### src/rtl/hrlp_pkg.sv
// hrlp_pkg: shared types, codes and helpers of the request line parser
// used by http_request_line_parser_unit and hrlp_checker; no dependencies
`default_nettype none

package hrlp_pkg;

	localparam int unsigned OFFSET_BITS_DEF = 16;
	localparam int unsigned OUT_OFF_BITS    = 16;
	localparam int unsigned RES_BITS        = 104;

	typedef logic [1:0] status_t;
	localparam status_t ST_MORE      = 2'd0;
	localparam status_t ST_DONE      = 2'd1;
	localparam status_t ST_BADMETHOD = 2'd2;
	localparam status_t ST_BADREQ    = 2'd3;

	typedef logic [1:0] method_t;
	localparam method_t MTH_UNKNOWN = 2'd0;
	localparam method_t MTH_GET     = 2'd1;
	localparam method_t MTH_HEAD    = 2'd2;
	localparam method_t MTH_POST    = 2'd3;

	typedef enum logic [14:0] {
		PH_START  = 15'b000000000000001,
		PH_METHOD = 15'b000000000000010,
		PH_SP_URI = 15'b000000000000100,
		PH_URI    = 15'b000000000001000,
		PH_SP_VER = 15'b000000000010000,
		PH_H      = 15'b000000000100000,
		PH_HT     = 15'b000000001000000,
		PH_HTT    = 15'b000000010000000,
		PH_HTTP   = 15'b000000100000000,
		PH_MAJ1   = 15'b000001000000000,
		PH_MAJ    = 15'b000010000000000,
		PH_MIN1   = 15'b000100000000000,
		PH_MIN    = 15'b001000000000000,
		PH_SP_END = 15'b010000000000000,
		PH_CR     = 15'b100000000000000
	} phase_t;

	localparam logic [7:0] CH_CR    = 8'h0D;
	localparam logic [7:0] CH_LF    = 8'h0A;
	localparam logic [7:0] CH_SP    = 8'h20;
	localparam logic [7:0] CH_A     = 8'h41;
	localparam logic [7:0] CH_Z     = 8'h5A;
	localparam logic [7:0] CH_UNDER = 8'h5F;
	localparam logic [7:0] CH_SLASH = 8'h2F;
	localparam logic [7:0] CH_DOT   = 8'h2E;
	localparam logic [7:0] CH_H     = 8'h48;
	localparam logic [7:0] CH_T     = 8'h54;
	localparam logic [7:0] CH_P     = 8'h50;
	localparam logic [7:0] CH_0     = 8'h30;
	localparam logic [7:0] CH_1     = 8'h31;
	localparam logic [7:0] CH_9     = 8'h39;

	localparam logic [31:0] WORD_GET  = 32'h00474554;
	localparam logic [31:0] WORD_HEAD = 32'h48454144;
	localparam logic [31:0] WORD_POST = 32'h504F5354;

	function automatic logic is_method_char(logic [7:0] c);
		return (c >= CH_A && c <= CH_Z) || c == CH_UNDER;
	endfunction

	function automatic logic is_digit(logic [7:0] c);
		return c >= CH_0 && c <= CH_9;
	endfunction

	// acc * 10 + digit, clamped to 255
	function automatic logic [7:0] sat_acc(logic [7:0] acc, logic [3:0] d);
		logic [11:0] v;
		v = (12'(acc) << 3) + (12'(acc) << 1) + 12'(d);
		return (v > 12'd255) ? 8'hFF : v[7:0];
	endfunction

endpackage

`default_nettype wire

### src/rtl/http_request_line_parser_unit.sv
// http_request_line_parser_unit: byte-wise http/1.x request line parser
// depends on hrlp_pkg; checked by hrlp_checker (bound separately)
//
// input stream carries one byte per transaction in s_axis_tdata[7:0];
// s_axis_tuser set means a new request starts with this byte (parser,
// offsets and latched error cleared before it is parsed).
// every input transaction gives exactly one output transaction with the
// status, method, versions and five field offsets seen so far.
// the result is registered: each input byte passes the input register, then
// the parse step into the result register.
// throughput: one byte per cycle while the receiver takes results; the parse
// state update is one short combinational step, so a byte can follow every
// cycle.
// when the receiver stalls, the result register holds and the input
// register fills; s_axis_tready drops once both are occupied.
// reset clears the parse phase, the error, the offset counter, all fields
// and both valid flags. a latched bad method/bad request status repeats
// for every byte until a byte arrives with s_axis_tuser set.
`default_nettype none

module http_request_line_parser_unit
	import hrlp_pkg::*;
#(
	parameter int unsigned OFFSET_BITS = OFFSET_BITS_DEF
) (
	input  wire logic                clk,
	input  wire logic                arst_n,
	input  wire logic                s_axis_tvalid,
	output logic                     s_axis_tready,
	input  wire logic [7:0]          s_axis_tdata,  // [7:0] data_byte
	input  wire logic                s_axis_tuser,  // [0] new_request
	output logic                     m_axis_tvalid,
	input  wire logic                m_axis_tready,
	// [1:0] status, [3:2] method_code, [11:4] version_major,
	// [19:12] version_minor, [35:20] line_start_offset,
	// [51:36] verb_end_offset, [67:52] target_start_offset,
	// [83:68] target_end_offset, [99:84] line_end_offset, [103:100] zero
	output logic [RES_BITS-1:0]      m_axis_tdata
);

	localparam int unsigned F_LSTART = 0;
	localparam int unsigned F_MEND   = 1;
	localparam int unsigned F_TSTART = 2;
	localparam int unsigned F_TEND   = 3;
	localparam int unsigned F_LEND   = 4;
	localparam int unsigned N_FIELDS = 5;

	typedef logic [OFFSET_BITS-1:0] off_t;

	logic        valid_s1;
	logic [7:0]  data_s1;
	logic        new_s1;
	logic        adv;

	phase_t      phase_q;
	status_t     err_q;
	off_t        off_q;
	logic [31:0] chars_q;
	logic [2:0]  len_q;
	method_t     kind_q;
	logic [7:0]  maj_q;
	logic [7:0]  min_q;
	off_t        fo_q [N_FIELDS];

	phase_t      phase_n;
	status_t     err_n;
	off_t        off_n;
	logic [31:0] chars_n;
	logic [2:0]  len_n;
	method_t     kind_n;
	logic [7:0]  maj_n;
	logic [7:0]  min_n;
	off_t        fo_n [N_FIELDS];
	status_t     status_n;

	logic                out_valid_q;
	logic [RES_BITS-1:0] out_data_q;
	logic [RES_BITS-1:0] res_n;

	assign adv           = !out_valid_q || m_axis_tready;
	assign s_axis_tready = !valid_s1 || adv;
	assign m_axis_tvalid = out_valid_q;
	assign m_axis_tdata  = out_data_q;

	always_comb begin
		logic [7:0] c;
		off_t       pos;
		c = data_s1;
		if (new_s1) begin
			phase_n = PH_START;
			err_n   = ST_MORE;
			off_n   = '0;
			chars_n = '0;
			len_n   = '0;
			kind_n  = MTH_UNKNOWN;
			maj_n   = '0;
			min_n   = '0;
			for (int i = 0; i < N_FIELDS; i++) fo_n[i] = '0;
		end else begin
			phase_n = phase_q;
			err_n   = err_q;
			off_n   = off_q;
			chars_n = chars_q;
			len_n   = len_q;
			kind_n  = kind_q;
			maj_n   = maj_q;
			min_n   = min_q;
			for (int i = 0; i < N_FIELDS; i++) fo_n[i] = fo_q[i];
		end
		pos      = off_n;
		status_n = ST_MORE;

		if (err_n != ST_MORE) begin
			status_n = err_n;
		end else begin
			unique case (phase_n)
				PH_START: begin
					fo_n[F_LSTART] = pos;
					if (c == CH_CR || c == CH_LF) begin
					end else if (!is_method_char(c)) begin
						status_n = ST_BADMETHOD;
					end else begin
						chars_n = {24'd0, c};
						len_n   = 3'd1;
						kind_n  = MTH_UNKNOWN;
						maj_n   = '0;
						min_n   = '0;
						fo_n[F_MEND]   = '0;
						fo_n[F_TSTART] = '0;
						fo_n[F_TEND]   = '0;
						fo_n[F_LEND]   = '0;
						phase_n = PH_METHOD;
					end
				end
				PH_METHOD: begin
					if (c == CH_SP) begin
						fo_n[F_MEND] = pos;
						if (len_n == 3'd3 && chars_n == WORD_GET)
							kind_n = MTH_GET;
						else if (len_n == 3'd4 && chars_n == WORD_HEAD)
							kind_n = MTH_HEAD;
						else if (len_n == 3'd4 && chars_n == WORD_POST)
							kind_n = MTH_POST;
						else
							kind_n = MTH_UNKNOWN;
						phase_n = PH_SP_URI;
					end else if (!is_method_char(c)) begin
						status_n = ST_BADMETHOD;
					end else begin
						if (len_n < 3'd4) chars_n = {chars_n[23:0], c};
						if (len_n < 3'd7) len_n = len_n + 3'd1;
					end
				end
				PH_SP_URI: begin
					if (c == CH_SLASH) begin
						fo_n[F_TSTART] = pos;
						phase_n = PH_URI;
					end else if (c != CH_SP) begin
						status_n = ST_BADREQ;
					end
				end
				PH_URI: begin
					if (c == CH_SP) begin
						fo_n[F_TEND] = pos;
						phase_n = PH_SP_VER;
					end
				end
				PH_SP_VER: begin
					if (c == CH_H) phase_n = PH_H;
					else if (c != CH_SP) status_n = ST_BADREQ;
				end
				PH_H: begin
					if (c == CH_T) phase_n = PH_HT; else status_n = ST_BADREQ;
				end
				PH_HT: begin
					if (c == CH_T) phase_n = PH_HTT; else status_n = ST_BADREQ;
				end
				PH_HTT: begin
					if (c == CH_P) phase_n = PH_HTTP; else status_n = ST_BADREQ;
				end
				PH_HTTP: begin
					if (c == CH_SLASH) phase_n = PH_MAJ1; else status_n = ST_BADREQ;
				end
				PH_MAJ1: begin
					if (c >= CH_1 && c <= CH_9) begin
						maj_n   = {4'd0, c[3:0]};
						phase_n = PH_MAJ;
					end else begin
						status_n = ST_BADREQ;
					end
				end
				PH_MAJ: begin
					if (c == CH_DOT) phase_n = PH_MIN1;
					else if (is_digit(c)) maj_n = sat_acc(maj_n, c[3:0]);
					else status_n = ST_BADREQ;
				end
				PH_MIN1: begin
					if (is_digit(c)) begin
						min_n   = {4'd0, c[3:0]};
						phase_n = PH_MIN;
					end else begin
						status_n = ST_BADREQ;
					end
				end
				PH_MIN, PH_SP_END: begin
					if (c == CH_CR) begin
						fo_n[F_LEND] = pos;
						phase_n = PH_CR;
					end else if (c == CH_LF) begin
						fo_n[F_LEND] = pos;
						status_n = ST_DONE;
					end else if (c == CH_SP) begin
						phase_n = PH_SP_END;
					end else if (phase_n == PH_MIN && is_digit(c)) begin
						min_n = sat_acc(min_n, c[3:0]);
					end else begin
						status_n = ST_BADREQ;
					end
				end
				PH_CR: begin
					if (c == CH_LF) status_n = ST_DONE; else status_n = ST_BADREQ;
				end
				default: begin
					phase_n  = PH_START;
					status_n = ST_BADREQ;
				end
			endcase

			if (status_n == ST_DONE) phase_n = PH_START;
			else if (status_n != ST_MORE) err_n = status_n;
			off_n = off_n + off_t'(1);
		end

		res_n = {4'd0,
			OUT_OFF_BITS'(fo_n[F_LEND]),
			OUT_OFF_BITS'(fo_n[F_TEND]),
			OUT_OFF_BITS'(fo_n[F_TSTART]),
			OUT_OFF_BITS'(fo_n[F_MEND]),
			OUT_OFF_BITS'(fo_n[F_LSTART]),
			min_n, maj_n, kind_n, status_n};
	end

	// input register
	always_ff @(posedge clk or negedge arst_n) begin
		if (!arst_n) begin
			valid_s1 <= 1'b0;
		end else if (s_axis_tready) begin
			valid_s1 <= s_axis_tvalid;
		end
	end

	always_ff @(posedge clk) begin
		if (s_axis_tready && s_axis_tvalid) begin
			data_s1 <= s_axis_tdata;
			new_s1  <= s_axis_tuser;
		end
	end

	// parse state and result register
	always_ff @(posedge clk or negedge arst_n) begin
		if (!arst_n) begin
			phase_q     <= PH_START;
			err_q       <= ST_MORE;
			off_q       <= '0;
			chars_q     <= '0;
			len_q       <= '0;
			kind_q      <= MTH_UNKNOWN;
			maj_q       <= '0;
			min_q       <= '0;
			for (int i = 0; i < N_FIELDS; i++) fo_q[i] <= '0;
			out_valid_q <= 1'b0;
		end else if (adv) begin
			out_valid_q <= valid_s1;
			if (valid_s1) begin
				phase_q <= phase_n;
				err_q   <= err_n;
				off_q   <= off_n;
				chars_q <= chars_n;
				len_q   <= len_n;
				kind_q  <= kind_n;
				maj_q   <= maj_n;
				min_q   <= min_n;
				for (int i = 0; i < N_FIELDS; i++) fo_q[i] <= fo_n[i];
			end
		end
	end

	always_ff @(posedge clk) begin
		if (adv && valid_s1) begin
			out_data_q <= res_n;
		end
	end

endmodule

`default_nettype wire

### config.mk
export PLATFORM = sky130hd
export DESIGN_NAME = http_request_line_parser_unit
export DESIGN_NICKNAME = d
export VERILOG_FILES = /design/src/rtl/hrlp_pkg.sv /design/src/rtl/http_request_line_parser_unit.sv
export SDC_FILE = /design/constraint.sdc
export NUM_CORES = 1
export LEC_CHECK = 0
export BUFFER_PORTS_ARGS = -buffer_cell sky130_fd_sc_hd__buf_2
export CAP_MARGIN = 40
export CORE_UTILIZATION = 45
export CTS_BUF_LIST = sky130_fd_sc_hd__clkbuf_4
export CTS_CLUSTER_DIAMETER = 150
export DETAILED_ROUTE_END_ITERATION = 12
export RECOVER_POWER = 50
export SKIP_LAST_GASP = 1
export SYNTH_ARGS = -nofsm -noshare
export SYNTH_HDL_FRONTEND = slang
export SYNTH_SLANG_ARGS = --single-unit
### constraint.sdc
create_clock -name clk -period 6.1 [get_ports clk]
set_input_delay 0.61 -clock clk [delete_from_list [all_inputs] [get_ports clk]]
set_output_delay 0.61 -clock clk [all_outputs]
set_load 0.01 [all_outputs]
==> reports/metrics.yaml <==
yosys:
  synth_cells: 1471
  seq_area_frac_synth_pct: 50.41
  avgSynthCellArea_um2: 10.09
  synth-edff-count: 109
  synth_flop_cell: "dfrtp_1"
  ys_top_cells_by_area: "dfrtp_1 (28%), edfxtp_1 (22%), nand2_1 (5.6%)"
  yosysMostFrequentCell: "nand2_1"
  syn_area_mm2: 0.01484
  yosys.area.top_type_share_pct: 28.17
  yosysTopAreaCell: "dfrtp_1"
  ys_warn_count: 0
  synth-async-reset-ratio_pct: 60.65
  synth-seq-cells: 277
  netlist_top_cells_count: "nand2_1 (221), dfrtp_1 (167), o21ai_0 (121), a21oi_1 (109), edfxtp_1 (109)"
  ys_types: 86
run_status:
  violations: "capacitance limit, slew limit"
  status: "finished with violations"
routing:
  drtAntennaViolNets: 0
  wirelength_um: 41550
  vias_per_cell: 5.861
  drc: 0
  dr.pass1.iters: 5
  wl_per_cell_um: 19.69
  drt_iter0_markers: 1050
  vias: 12367
critical_path:
  max_stage_delay_ns: 1.60
  cp-start-kind: "flop"
  ff2ff_path_depth: 9
  reg2reg_slack_ns: 1.26
  timing.rr.start: "m_axis_tvalid"
  arrival_ns: 5.39
  worstSetupPathType: "reg -> reg"
  slowest_stage: "clkinvlp_2"
  path_cells: "nand2b_1, nand2_1, clkinvlp_2, nand2_1, buf_4, a2111oi_4, buf_6, o2bb2ai_1, o21ai_0"
  crit_path_max_fanout: 38
  worstPathRequired_ns: 6.65
  r2r_end: "chars_q[12]"
  setup.worst_path.end_class: "flop"
  cpMostUsedCell: "nand2_1"
  path_buf_inv: 3
  path_delay_family: "buffers and inverters"
placed_design:
  gp_congestion: 0.8848
  io_buffers: 114
  place_hpwl_um: 27450
run:
  cap_violations: 5
timing:
  min_period_ns: 4.845
  slew_violations: 214
  setup_violations: 0
  relSlewSlack_pct: -41.37
  setup_tns_ns: 0
  tightest_slew_ns: 2.121
  period_share_pct: 79.42
  fin_skew_ns: 0.05574
  fmax_ghz: 0.2064
  rsz0062_at_grt: "no"
  hold_viol_final: 0
power:
  power_frac_seq_pct: 45.7
  pwr_density_cell_mw_per_mm2: 302.6
  pwr-share-clk_pct: 35.5
  p_sw_mw: 1.672
  p_int_mw: 3.406
  ir_drop_v: 0.0001856
  switching_share_pct: 32.92
  p_leak_nw: 6.945
  combPwrFrac_pct: 18.8
floorplanning:
  ioPinCount: 119
  core_mm2: 0.03245
  row_count: 66
  fp.dieW_um: 183.6
  fp.dieH_um: 183.6
  start_util_pct: 45.71
  die_area_mm2: 0.03370
global_route:
  grt_pass1_wl_um: 65630
  antenna_found_initial: 1
  grt_pass1_vias: 12168
  grt_use_total_pct: 24.91
  grt_max_degree: 79
  grt-ovfl-total: 0
cells_and_area:
  multi_input_area_mm2: 0.006805
  syn_to_final_growth_pct: 13.12
  nFillCells: 3041
  final_util_pct: 51.71
  drive_gt1_share_pct: 14.76
  finalNetCount: 1653
  regArea_mm2: 0.007478
cts:
  htreeDepth: 3
  postCtsHoldBufs: 1
  cts_buffers: 78
  cts_tree: "built"
  cts.clk_slew.worst_paths_ns: 0.06
  cts-root-buf: "clkbuf_4"
  postCtsSetupRepairBufs: 0
  cts.sinks: 277
  clk_latency_ns: 0.73
  cts-resized-gates: 0
  cts_buffer_depth: 3
hold_path:
  worstHoldStart: "s_axis_tdata[4]"
  hold_path_depth: 1
  hold_path.class: "in -> reg"
  hold-path-endpoint: "data_s1[4]"
## power groups by stage
| stage | Combinational (mW) | Sequential (mW) | Clock [mW] |
|---|---|---|---|
| 3_5_place_dp | 0.964 | 2.35 | 0 |
| 4_1_cts | 0.969 | 2.31 | 1.86 |
| 2_1_floorplan | 0.657 | 2.30 | 0 |
| 3_3_place_gp | 0.936 | 2.35 | 0 |
| 6_report | 0.955 | 2.32 | 1.80 |
| 5_1_grt | 1.06 | 2.34 | 1.96 |
## logic make-up after synthesis
logic type | count (synthesis) | synth area share (%)
muxes | 51 | 4.099
buffers and inverters | 138 | 3.880
other | 1 | 0.02528
DFF | 277 | 50.41
xor gates and xnor gates | 25 | 1.476
adders and majority gates | 37 | 3.272
and+or+nand+nor | 495 | 16.73
AOI/OAI and AO/OA | 447 | 20.11
## sequential cells by signal, indices dropped and copies added, names as in the netlist, 3 cells and up
name	cells
min_q	8
chars_q	32
m_axis_tdata	100
data_s1	8
off_q	16
maj_q	8
phase_q	15
len_q	3
fo_q	80
## worst max path at each step
| stage | from | endpoint | slack [ns] | cells past startpoint |
|---|---|---|---|---|
| floorplan | m_axis_tready | m_axis_tdata[0] | 1.06 | 6 |
| global placement | new_s1 | m_axis_tdata[7] | 2.14 | 11 |
| detailed placement | new_s1 | m_axis_tdata[7] | 2.13 | 11 |
| CTS | new_s1 | m_axis_tdata[7] | 2.11 | 11 |
| global route | m_axis_tvalid | chars_q[12] | 0.99 | 9 |
| finish | m_axis_tvalid | chars_q[12] | 1.26 | 9 |
## cells in the final DEF (no fill, tap or decap), types with 13 or more instances in the layout
master     instances
a21o_1            13
a21oi_1          109
a22o_1            58
and2_1            16
buf_4             27
clkbuf_1         104
clkbuf_4         109
clkinv_1          20
dfrtp_1          167
edfxtp_1         109
ha_1              34
inv_1             35
mux2_2            38
nand2_1          221
nand3_1           17
nand4_1           18
nor2_1            63
nor2b_1           34
nor3_1            27
nor4_1            13
o211ai_1          21
o21ai_0          121
o2bb2ai_1         27
xnor2_1           16
## metal layers
layer / vias to the layer above / GRT usage, % / share of wire, % / routed length, µm
met5: - / 0 / 0 / 0
met4: 0 / 11.50 / 3.6 / 1484
met3: 106 / 4.655 / 6.2 / 2584
met2: 477 / 39.50 / 46 / 18960
met1: 6028 / 33.04 / 45 / 18530
li1: 5756 / - / - / -
## stage by stage
step	hold WS [ns]	cell area [µm²]	std cells	worst slack (ns)	power [mW]
global route	0.06651	16780	2110	0.9938	5.361
detailed placement	0.4626	15890	1964	2.128	3.313
floorplan	0.3144	14850	1474	1.063	2.955
finish	0.1030	16780	2110	1.255	5.079
CTS	0.04795	16950	2109	2.109	5.141
global placement	0.4570	15740	1953	2.135	3.283
## layout make-up
| class | instances | area share [%] |
|---|---|---|
| multi-input cells | 1059 | 40.55 |
| flip-flops and latches | 277 | 44.56 |
| diodes | 1 | 0.01491 |
| well taps | 442 | 3.295 |
| inverters | 36 | 0.8126 |
| clock buffers | 109 | 4.876 |
| clock inverters | 35 | 1.424 |
| repair buffers | 151 | 4.466 |
Note: power is estimated with default switching activity, not from simulation.
